## config.mk

```make
export PLATFORM = sky130hd
export DESIGN_NAME = lzp_ram
export DESIGN_NICKNAME = d
export VERILOG_FILES = /design/src/hdl/lzp_ram.sv
export SDC_FILE = /design/constraint.sdc
export NUM_CORES = 2
export LEC_CHECK = 0
export ABC_AREA = 0
export BUFFER_PORTS_ARGS = -buffer_cell sky130_fd_sc_hd__buf_2
export CAP_MARGIN = 15
export CORE_MARGIN = 4
export CORE_UTILIZATION = 67
export DETAILED_ROUTE_END_ITERATION = 8
export GPL_TIMING_DRIVEN = 1
export PLACE_DENSITY = 0.8
export SYNTH_ARGS = -nofsm -noshare
export SYNTH_HDL_FRONTEND = slang
export SYNTH_SLANG_ARGS = --single-unit
```

## constraint.sdc

```tcl
create_clock -name clk -period 4.75 [get_ports clk]
set_input_delay 0.7125 -clock clk [delete_from_list [all_inputs] [get_ports clk]]
set_output_delay 0.7125 -clock clk [all_outputs]
set_load 0.005 [all_outputs]
```

## src/hdl/lzp_ram.sv

```systemverilog
module lzp_ram #(
    parameter int WIDTH = 8,
    parameter int DEPTH = 256
) (
    input  logic                     clk,
    input  logic                     we,
    input  logic [$clog2(DEPTH)-1:0] waddr,
    input  logic [WIDTH-1:0]         wdata,
    input  logic [$clog2(DEPTH)-1:0] raddr,
    output logic [WIDTH-1:0]         rdata
);
    logic [WIDTH-1:0] mem [DEPTH];

    // read returns the old word on a same-address write
    always_ff @(posedge clk)
    begin
        rdata <= mem[raddr];
        if (we)
        begin
            mem[waddr] <= wdata;
        end
    end
endmodule

```

==> results by group <==
Run
  – Max_cap viols: 0

Final layout
  – Syn-to-layout area delta: 10.7%
  – Multi-input gate area: 16500 µm²
  – Layout fillers: just under 6000
  – Final Non-Filler Cells: 5586
  – Register area: 61700 µm²
  – Final core area utilization: 0.747
  – Final Cell Area: 88100 µm²
  – Layout Nets: 3901
  – Layout cell share with drive strength beyond 1: 0.234

Synth
  – Synth warnings: 0
  – #FFs+latches synth: 2056
  – Syn Inst Count: between 3000 and 4000
  – Yosys cell types: between 50 and 60
  – Post-synth top flop: edfxtp_1
  – Syn nets: roughly 3800
  – Synthesized area: between 70000 and 80000 µm²
  – Post-synth EDFFs: 2048
  – Register area share after synthesis: 0.775
  – Avg Synthesized Cell Area: 21.3 µm²
  – Asr flop ratio synth: 0

Critical path
  – CP max-delay cell: nor4_2
  – Worst-path cell chain: buf_8 > nand3b_1 > o221ai_1 > a21oi_1 > a21oi_1 > nor4_2 > nor4_2
  – Reg2reg start: mem[147][6]
  – Levels on crit path: 7
  – Delay-heaviest family, CP: simple AND/OR/NAND/NOR gates
  – FF-to-FF setup slack: between 1.5 and 2 ns
  – CP startpoint kind: input pin
  – Worst path required time: 5.38 ns
  – Cells on worst reg2reg path: 5
  – RR Endpoint: rdata[6]
  – Arrival time worst endpoint: 4.10 ns
  – WS Path Type: in -> reg
  – Highest cell delay on the worst timing path: 1.01 ns
  – Crit path from: raddr[1]
  – Setup crit end: rdata[6]
  – WP buf/inv: 1
  – CP max FO: approximately 90
  – Crit end category: flop

Placement
  – RD Place Congestion: between 0.9 and 1
  – Dpl cell area: 81800 µm²
  – Port buffer count: 33
  – Dpl hpwl: 118000 µm
  – DP Cell Count: between 5000 and 6000

Floorplan
  – Row cnt: 126
  – Die Ht: 353 µm
  – Die Wd: 353 µm
  – Initial Utilization: 0.675
  – Area of the die: 124000 µm²
  – Core Region: ~120000 µm²
  – Boundary Pins: 34

Clock network
  – H-tree levels: 4
  – Inserted Clock Buffers: between 150 and 200
  – Worst skew pair latency: 0.81 ns
  – Clk root buf: clkbuf_16
  – CTS clk-pin slew, worst paths: 0.06 ns
  – Postcts setup bufs: 0
  – Clock sink count: 2056
  – CTS max path bufs: 3
  – Resized cells post-CTS: 0
  – CTS tree: built
  – # hold bufs at CTS: 0

Pwr
  – Power share of the combinational group: 0.050
  – Static Leak: 27.3 nW
  – Sw Ratio: 0.217
  – Internal Power: 29.3 mW
  – Clock network fraction of total power: 0.414
  – Sw Pwr: approximately 8 mW
  – PwrDens: approximately 420 nW/µm²
  – Sequential share of power: 0.536
  – Worst ir drop on vdd: 0.000484 V

Timing
  – Worst-margin pin slew: around 1.2 ns
  – Sum Neg Setup Slack: 0 ns
  – Fin crit period: about 3.5 ns
  – Final setup viols: 0
  – Max Clock Freq: 288 MHz
  – Count of final max-slew check failures: 0
  – Unrepaired setup endpoints after global routing: no
  – Final Cycle Share: 0.730
  – Fin Clk Skew: 0.0323 ns
  – Slew HR: 0.201
  – Final hold vios: 0

Global route
  – Initial antenna violation count: 12
  – Number of global-route vias before repair: 41800
  – Largest net degree at the start of global routing: 188
  – First-pass GRT wire length: 299000 µm
  – GR Overflow Total: 0
  – All-layer global routing usage: 0.336

Routing
  – Initial DRC count: 6857
  – Pre-Repair DR Iteration Count: 7
  – Wirelength per Cell: 36.8 µm
  – Total Wirelength: 206000 µm
  – DR DRC count: 0
  – Vias after detailed routing: ~41000
  – Vias per inst: about 7.4
  – DRT antenna net count: 0

Outcome
  – Status: finished, final reports clean

Min path
  – Hold Crit Class: in -> reg
worst min path at each step:
stage	slack (ns)	from	endpoint	depth (start not counted)
after detailed placement	0.98	mem[33][5]	rdata[5]	6
after global routing	0.49	wdata[0]	mem[219][0]	1
final	0.46	wdata[0]	mem[226][0]	1
after floorplan	0.77	mem[40][3]	rdata[3]	6
after global placement	0.96	mem[32][5]	rdata[5]	6
after CTS	0.46	wdata[0]	mem[226][0]	1
layout make-up:
class,instances,area share
Antenna cell,13,0.000369
Clock buffer,229,0.0571
Clock inverter,128,0.0146
Inverter,2,0.0000852
Multi-Input combinational cell,1442,0.187
Sequential cell,2056,0.700
Tap cell,1536,0.0218
Timing Repair Buffer,180,0.0189
state kept, by name (all words and copies together), names as in the netlist:
name	cells
rdata	8
mem	2048
metal layers:
metal	track usage	up-vias	wire [µm]
li1	-	16000	-
met2	0.517	3573	97600
met1	0.458	21100	68300
met3	0.0936	699	28000
met5	0	-	96
met4	0.161	14	11800
power by group through the flow:
| stage | Sequential (mW) | Combinational [mW] | Clock, mW |
|---|---|---|---|
| after floorplan | 20.4 | 0.972 | 0 |
| after global placement | 20.4 | 1.74 | 0 |
| after detailed placement | 20.4 | 1.79 | 0 |
| after CTS | 20.0 | 1.82 | 15.5 |
| after global routing | 20.0 | 1.92 | 16.3 |
| final | 20.0 | 1.87 | 15.5 |
metrics by stage:
| stage | setup slack (ns) | hold slack, ns | power [mW] |
|---|---|---|---|
| after floorplan | 2.10 | 0.770 | 21.4 |
| after detailed placement | 0.719 | 0.981 | 22.2 |
| after CTS | 1.49 | 0.460 | 37.4 |
| after global routing | 1.29 | 0.495 | 38.3 |
| after global placement | 0.354 | 0.956 | 22.2 |
| final | 1.28 | 0.457 | 37.4 |
layout by cell type (no fill, tap or decap), drive strengths merged, types with 12 or more instances in the layout:
master / n
nor3: 22
o221ai: 47
nand3: 34
nor2: 282
bufinv: 19
nor4: 27
a211oi: 16
o21ai: 12
diode: 13
buf: 172
clkinv: 91
edfxtp: 2048
a21oi: 96
mux2i: 134
nand2: 33
a22oi: 133
mux4: 456
clkbuf: 237
o22ai: 28
a221oi: 14
nor2b: 31
cells in the mapped netlist, drive strengths merged (10+ instances only):
cell type | n | area (µm²)
nand3 | 34 | 170
a21oi | 96 | 480
o22ai | 28 | 175
a221oi | 14 | 129
nor3 | 22 | 110
a22oi | 133 | 998
buf | 122 | 1030
nor2b | 31 | 194
o221ai | 47 | 418
clkbuf | 111 | 417
o21ai | 12 | 60.1
nand2 | 33 | 124
mux4 | 456 | 10300
a211oi | 16 | 120
mux2i | 134 | 1340
edfxtp | 2048 | 61500
nor2 | 282 | 1060
nor4 | 27 | 188
o211ai | 10 | 75.1
nand4 | 10 | 62.6
logic make-up after synthesis:
logic type,share of synthesized area
AND/OR/NAND/NOR,0.0263
multiplexers,0.146
buffers and inverters,0.0183
AO/OA/AOI/OAI,0.0342
flip-flops,0.775
Power figures use the tool's default switching activity.
