===== config.mk =====
export PLATFORM = sky130hd
export DESIGN_NAME = lzp_out_stage_flat
export DESIGN_NICKNAME = d
export VERILOG_FILES = /design/src/hdl/lzp_pkg.sv /design/src/hdl/lzp_out_if.sv /design/src/hdl/lzp_out_stage.sv /design/src/flat_wrapper.sv
export SDC_FILE = /design/constraint.sdc
export NUM_CORES = 1
export LEC_CHECK = 0
export BUFFER_PORTS_ARGS = -buffer_cell sky130_fd_sc_hd__buf_2
export CORE_MARGIN = 5
export CORE_UTILIZATION = 40
export CTS_CLUSTER_DIAMETER = 120
export DETAILED_ROUTE_END_ITERATION = 16
export PLACE_DENSITY_LB_ADDON = 0.08
export SLEW_MARGIN = 5
export SYNTH_ARGS = -nofsm -noshare
export SYNTH_HDL_FRONTEND = slang
export SYNTH_SLANG_ARGS = --single-unit
export TNS_END_PERCENT = 10

===== constraint.sdc =====
create_clock -name clk -period 0.8 [get_ports clk]
set_input_delay 0.16 -clock clk [delete_from_list [all_inputs] [get_ports clk]]
set_output_delay 0.16 -clock clk [all_outputs]
set_load 0.01 [all_outputs]

===== src/hdl/lzp_pkg.sv =====
package lzp_pkg;

    localparam int HIST_DEPTH = 65536;
    localparam int POS_BITS   = 24;
    localparam int HIST_AW    = $clog2(HIST_DEPTH);
    localparam int HASH_AW    = 16;
    localparam int HASH_DEPTH = 1 << HASH_AW;
    localparam int HENT_W     = POS_BITS + 1;

    localparam logic [3:0] HDR_SIZE_END = 4'd4;
    localparam logic [3:0] HDR_SKIP_END = 4'd6;
    localparam logic [3:0] HDR_LAST_LIT = 4'd9;
    localparam logic [3:0] BODY_IDX     = 4'd10;
    localparam logic [3:0] NO_FLAG      = 4'd8;
    localparam logic [3:0] FIRST_BIT    = 4'd7;
    localparam logic [31:0] FIXED_BYTES = 32'd6;

    typedef enum logic [2:0] {
        ST_CLEAR,
        ST_IDLE,
        ST_HASH_RD,
        ST_HASH_CHK,
        ST_COPY_RD,
        ST_COPY_WR,
        ST_PUSH
    } state_t;

    typedef struct packed {
        logic [31:0] out_bytes;
        logic [2:0]  out_count;
        logic        out_last;
        logic        chunk_end;
        logic [1:0]  trim;
        logic        error_flag;
    } res_t;

    function automatic logic [HASH_AW-1:0] lzp_hash(input logic [31:0] c);
        lzp_hash = HASH_AW'((c >> 15) ^ c);
    endfunction

endpackage


===== src/hdl/lzp_out_if.sv =====
interface lzp_out_if;
    logic        valid;
    logic        ready;
    logic [31:0] out_bytes;
    logic [2:0]  out_count;
    logic        out_last;
    logic        chunk_end;
    logic [1:0]  trim;
    logic        error_flag;

    modport source (output valid, output out_bytes, output out_count, output out_last,
                    output chunk_end, output trim, output error_flag, input ready);
    modport sink (input valid, input out_bytes, input out_count, input out_last,
                  input chunk_end, input trim, input error_flag, output ready);
endinterface


===== src/hdl/lzp_out_stage.sv =====
module lzp_out_stage (
    input  logic              clk,
    input  logic              rst_n,
    input  logic              load,
    input  lzp_pkg::res_t     res,
    output logic              free,
    lzp_out_if.source         out_ch
);
    logic          valid_reg, valid_next;
    lzp_pkg::res_t data_reg;

    assign free = !valid_reg || out_ch.ready;

    always_comb
    begin
        valid_next = valid_reg;
        if (load)
        begin
            valid_next = 1'b1;
        end
        else if (out_ch.ready)
        begin
            valid_next = 1'b0;
        end
    end

    always_ff @(posedge clk or negedge rst_n)
    begin
        if (!rst_n)
        begin
            valid_reg <= 1'b0;
        end
        else
        begin
            valid_reg <= valid_next;
        end
    end

    always_ff @(posedge clk)
    begin
        if (load)
        begin
            data_reg <= res;
        end
    end

    assign out_ch.valid      = valid_reg;
    assign out_ch.out_bytes  = data_reg.out_bytes;
    assign out_ch.out_count  = data_reg.out_count;
    assign out_ch.out_last   = data_reg.out_last;
    assign out_ch.chunk_end  = data_reg.chunk_end;
    assign out_ch.trim       = data_reg.trim;
    assign out_ch.error_flag = data_reg.error_flag;
endmodule


===== src/flat_wrapper.sv =====
// flat-port wrapper written by rule: the top's interface ports become plain ports
module lzp_out_stage_flat 
  (clk, rst_n, load, res, free, out_ch_valid, out_ch_out_bytes, out_ch_out_count, out_ch_out_last, out_ch_chunk_end, out_ch_trim, out_ch_error_flag, out_ch_ready);
  lzp_out_if out_ch_i ();
  input  logic clk;
  input  logic rst_n;
  input  logic load;
  input  lzp_pkg::res_t res;
  output logic free;
  output wire logic [$bits(out_ch_i.valid)-1:0] out_ch_valid;
  output wire logic [$bits(out_ch_i.out_bytes)-1:0] out_ch_out_bytes;
  output wire logic [$bits(out_ch_i.out_count)-1:0] out_ch_out_count;
  output wire logic [$bits(out_ch_i.out_last)-1:0] out_ch_out_last;
  output wire logic [$bits(out_ch_i.chunk_end)-1:0] out_ch_chunk_end;
  output wire logic [$bits(out_ch_i.trim)-1:0] out_ch_trim;
  output wire logic [$bits(out_ch_i.error_flag)-1:0] out_ch_error_flag;
  input wire logic [$bits(out_ch_i.ready)-1:0] out_ch_ready;
  assign out_ch_valid = out_ch_i.valid;
  assign out_ch_out_bytes = out_ch_i.out_bytes;
  assign out_ch_out_count = out_ch_i.out_count;
  assign out_ch_out_last = out_ch_i.out_last;
  assign out_ch_chunk_end = out_ch_i.chunk_end;
  assign out_ch_trim = out_ch_i.trim;
  assign out_ch_error_flag = out_ch_i.error_flag;
  assign out_ch_i.ready = out_ch_ready;
  lzp_out_stage u_core (.clk(clk), .rst_n(rst_n), .load(load), .res(res), .free(free), .out_ch(out_ch_i));
endmodule

==> impl_metrics.csv, run 1 <==
group,metric,value,unit
status,outcome,"finished with violations",
status,violations,"setup timing",
power,power.density,1807,mW/mm2
yosys,synth_common_cells,"edfxtp_1, dfrtp_1, nand2b_2, nand2b_4",
yosys,netlist_area,0.001249,mm2
sta,skew,0,ns
routing,vias_per_cell,4.089,
yosys,ys.flop_type,"edfxtp_1",
routing,wl_per_cell,13.94,um
global_routing,grt_pass1_vias,965,
power,leakage,0.9768,nW
sta,relSlewSlack,92.14,%
routing,drtIter0Drc,16,
worst_setup_path,cp.required,0.64,ns
sta,finalCritPeriodShare,134.1,%
layout,final_cell_area,0.002252,mm2
floorplanning,die_area,0.004339,mm2
cts,cts.sinks,41,
global_routing,grt_usage,14.58,%
layout,diodes,0,
routing,vias,916,
yosys,yosysTopAreaCell,"edfxtp_1",
yosys,synth_seq_cells,41,
cts,clk_root_buffer_cell,"clkbuf_4",
sta,tightest_slew,0.1180,ns
global_routing,overflow,0,
yosys,synth_top_area_share,96.19,%
layout,syn_to_final_growth,80.36,%
run,drv_cap,0,
yosys,syn-num-nets,87,
sta,worst_slack,-0.2730,ns
cts,clk_latency,0.32,ns
floorplanning,ios,86,
sta,min_period,1.073,ns
sta,setup_violations,43,
yosys,synth-seq-area-share,98.20,%
routing,drc,0,
placed_design,place_area,0.001769,mm2
yosys,ys_top_cells_by_area,"edfxtp_1, dfrtp_1, nand2b_4, nand2b_2",
global_routing,antenna_found_initial,0,
worst_hold_path,hold_class,"primary input to asynchronous set/reset pin",
yosys,synth-edff-count,40,
yosys,async_flop_share,2.439,%
sta,rsz0062_at_grt,"yes",
cts,cts_buffers,5,
yosys,avgSynthCellArea,29.04,um2
cts,path_clk_slew,0.10,ns
floorplanning,die_h,65.87,um
placed_design,pre_cts_ws,0.02211,ns
global_routing,grt_max_degree,22,
placed_design,io_buffers,85,
power,irDropWorstVdd,1219,uV
yosys,yosys.cell_count.top_type,"edfxtp_1",
sta,hold_viol_final,0,
floorplanning,fp.dieW,65.87,um
worst_setup_path,worstSetupPathType,"flop to primary output",
sta,slew_viol_final,0,
cts,clock_path_buffers,2,
yosys,synth.distinct_cells,4,
routing,ant_nets,0,
cts,tritoncts,"done",
routing,routed_wl,3.122,mm
worst_setup_path,end_kind,"primary output",
floorplanning,core_area,0.003028,mm2
sta,max_freq,932.0,MHz
global_routing,grt_pass1_wl,4.526,mm
layout,layout-drive-gt1-share,53.33,%
sta,setup-tns-final,-8.796,ns
cts,htreeDepth,2,
worst_setup_path,startpoint_type,"flop",
yosys,yosysWarnings,0,
yosys,synthCells,43,
floorplanning,rows,20,
placed_design,gp_congestion,0.7089,
layout,largest_register_ffs,32,
worst_setup_path,crit_fanout,2,
layout,nets,224,
worst_setup_path,cp.arrival,0.91,ns
floorplanning,initial_core_util,41.24,%
routing,first_pass_iters,4,
what timing repair did:
action                                  4_1_cts  5_1_grt
endpoints found under the setup margin       42       42
resized for setup                             1        1
hold endpoints to repair                     38        3
hold buffers                                 38        3
setup buffers                                 1        1
gates cloned                                  0        0
worst max-delay path, stage by stage, from the launching register on:
cell	delay, ns
dfrtp_1	0.41
nand2b_4	0.08
buf_6	0.09
cell usage in the layout (no fill, tap or decap), drive strengths merged:
master       Yosys  routed
dfrtp            1       1
dlygate4sd3      0      41
clkbuf           0       6
clkinv           0       1
buf              0      89
nand2b           2       2
edfxtp          40      40
metrics by stage:
step / cells / hold WS, ns / utilization [%] / power (mW)
after detailed placement: 174 / -0.06340 / 58.43 / 3.069
after floorplan: 43 / -0.1356 / - / 2.743
after CTS: 220 / 0.001252 / 72.93 / 4.079
after global routing: 224 / 0.1137 / 74.38 / 4.264
after global placement: 174 / -0.06492 / 58.43 / 3.059
final: 224 / 0.1380 / 74.38 / 4.070
area by class of cell:
class / instances / area (um2)
well taps: 44 / 55.05
repair buffers: 130 / 903.4
flip-flops and latches: 41 / 1226
fillers: 192 / 775.7
clock inverters: 1 / 3.754
clock buffers: 6 / 41.29
multi-input cells: 2 / 22.52
path summary, 6_finish.rpt:
check                                           startpoint                                     to  slack, ns  cells after the start
setup / recovery           u_core.out_ch.valid$_DFFE_PN0P_                                   free      -0.27                      2
hold / removal                                       rst_n        u_core.out_ch.valid$_DFFE_PN0P_       0.14                      2
setup reg to reg           u_core.out_ch.valid$_DFFE_PN0P_        u_core.out_ch.valid$_DFFE_PN0P_      -0.03                      4
hold reg to reg            u_core.out_ch.valid$_DFFE_PN0P_        u_core.out_ch.valid$_DFFE_PN0P_       0.75                      4
max in group asynchronous                            rst_n        u_core.out_ch.valid$_DFFE_PN0P_       0.58                      2
min in group clk                                      load  u_core.out_ch.out_bytes[19]$_DFFE_PP_       0.27                      2
kinds of logic (layout without fill, tap and decap cells):
family | after synthesis | after routing | share of synthesized area [%]
simple gates | 2 | 2 | 1.803
buf+inv | 0 | 137 | 0
flops | 41 | 41 | 98.20
report_power, final:
group	total [mW]	internal [mW]	switching, mW	leakage (nW)
sequential	2.58	2.54	0.0437	0.402
clock	0.878	0.319	0.559	0.0258
combinational	0.608	0.354	0.254	0.549
total	4.07	3.21	0.857	0.977
layer usage:
layer | vias to the layer above | routed length [um] | track usage (%)
li1 | 445 | - | -
met1 | 414 | 1100 | 14.60
met2 | 53 | 1693 | 28.04
met3 | 4 | 275 | 5.612
met4 | 0 | 53 | 3.109
met5 | - | 0 | 0
Power figures use the tool's default switching activity.
==> run 2, diff against run 1 <==
CORE_UTILIZATION = 42   (was 40)
CTS_BUF_LIST = sky130_fd_sc_hd__clkbuf_8   (was unset)
==> impl_metrics.csv, run 2 (synthesis gave the netlist of run 1 again) <==
group,metric,value,unit
cts,path_clk_slew,0.07,ns
routing,vias,755,
cts,cts.sinks,41,
power,irDropWorstVdd,1415,uV
layout,final_cell_mix,"buf_2, edfxtp_1, clkbuf_8",
placed_design,gp_congestion,0.7233,
layout,fin_util,66.06,%
status,violations,"setup timing",
sta,finalCritPeriodShare,128.0,%
global_routing,grt_max_degree,23,
floorplanning,die_h,64.53,um
global_routing,grt_usage,13.14,%
sta,setup_violations,42,
floorplanning,ios,86,
floorplanning,initial_core_util,44.51,%
cts,clk_root_buffer_cell,"clkbuf_8",
status,outcome,"finished with violations",
layout,largest_register_ffs,32,
floorplanning,core_area,0.002805,mm2
sta,hold_viol_final,0,
power,leakage,0.8201,nW
sta,relSlewSlack,92.01,%
routing,drtIter0Drc,17,
floorplanning,fp.dieW,64.53,um
sta,min_period,1.024,ns
global_routing,grt_pass1_vias,821,
routing,vias_per_cell,4.441,
sta,max_freq,976.4,MHz
global_routing,grt_pass1_wl,4.015,mm
run,drv_cap,0,
floorplanning,die_area,0.004163,mm2
global_routing,antenna_found_initial,0,
power,power.density,2264,mW/mm2
worst_setup_path,end_kind,"primary output",
worst_setup_path,crit_fanout,2,
layout,mostFrequentLayoutCell,"buf_2",
routing,drc,0,
sta,slew_viol_final,0,
cts,cts_buffers,5,
global_routing,overflow,0,
layout,layout-drive-gt1-share,68.35,%
layout,fin_cells,170,
layout,diodes,0,
cts,htreeDepth,2,
layout,nets,183,
cts,clk_latency,0.28,ns
worst_setup_path,startpoint_type,"flop",
routing,wl_per_cell,14.84,um
routing,ant_nets,0,
placed_design,io_buffers,85,
worst_setup_path,worstSetupPathType,"flop to primary output",
cts,tritoncts,"done",
sta,tightest_slew,0.1199,ns
sta,skew,0,ns
cts,clock_path_buffers,2,
worst_setup_path,cp.required,0.64,ns
worst_setup_path,cp.arrival,0.86,ns
sta,worst_slack,-0.2241,ns
routing,first_pass_iters,3,
sta,rsz0062_at_grt,"yes",
worst_hold_path,hold_class,"primary input to flop",
placed_design,placed_cells,161,
floorplanning,rows,19,
layout,syn_to_final_growth,48.40,%
sta,setup-tns-final,-6.267,ns
routing,routed_wl,2.523,mm
## run 2: changes by cell type in the layout (fill, tap and decap cells not counted), sizes merged
cell         previous run  this run
buf                    89        88
clkbuf                  6         5
dlygate4sd3            41         1
inv                     0         1
## run 2: final cells by class
class,instances,area [um2]
tap,31,38.79
multi-input combinational,2,22.52
clock inverter,2,7.507
sequential,41,1226
clock buffer,5,68.82
fill,204,952.2
timing repair buffer,89,489.2
## run 2: timing repair
action                     4_1_cts  5_1_grt
setup endpoints to repair       42       42
hold endpoints to repair         1        0
setup buffers                    0        1
hold buffers                     1        0
resized for setup                1        0
## run 2: metrics by stage
step,setup WS [ns],instance area [um2],hold slack (ns),power (mW)
floorplan,0.1111,1249,-0.1356,2.743
global placement,0.02593,1753,-0.06348,3.058
detailed placement,0.02016,1753,-0.06332,3.068
CTS,-0.2433,1846,0.03627,4.256
global route,-0.2786,1853,0.02881,4.405
finish,-0.2241,1853,0.04746,4.194
## run 2: routing by layer
layer / track usage, % / vias to the layer above / wire length [um]
met5: 0 / - / 0
met4: 4.749 / 0 / 28
met3: 6.390 / 6 / 306
met2: 22.55 / 51 / 1291
met1: 14.10 / 338 / 897
li1: - / 360 / -
## run 2: power breakdown
group | internal [mW] | switching [mW] | leakage, nW
Combinational | 0.218 | 0.220 | 0.375
Clock | 0.574 | 0.599 | 0.0428
Sequential | 2.54 | 0.0403 | 0.402
Total | 3.33 | 0.860 | 0.820
## run 2: worst paths after layout
kind	start	to	slack (ns)	cells after the start
setup / recovery	u_core.out_ch.valid$_DFFE_PN0P_	free	-0.22	2
hold / removal	res[24]	u_core.out_ch.out_bytes[16]$_DFFE_PP_	0.05	1
setup reg to reg	u_core.out_ch.valid$_DFFE_PN0P_	u_core.out_ch.valid$_DFFE_PN0P_	0.05	3
hold reg to reg	u_core.out_ch.valid$_DFFE_PN0P_	u_core.out_ch.valid$_DFFE_PN0P_	0.66	3
max in group asynchronous	rst_n	u_core.out_ch.valid$_DFFE_PN0P_	0.55	2
min in group asynchronous	rst_n	u_core.out_ch.valid$_DFFE_PN0P_	0.17	2
## run 2: worst max-delay path: stages, from the launching register on
cell and delay [ns]:
dfrtp_1 0.40, nand2b_4 0.08, buf_6 0.10
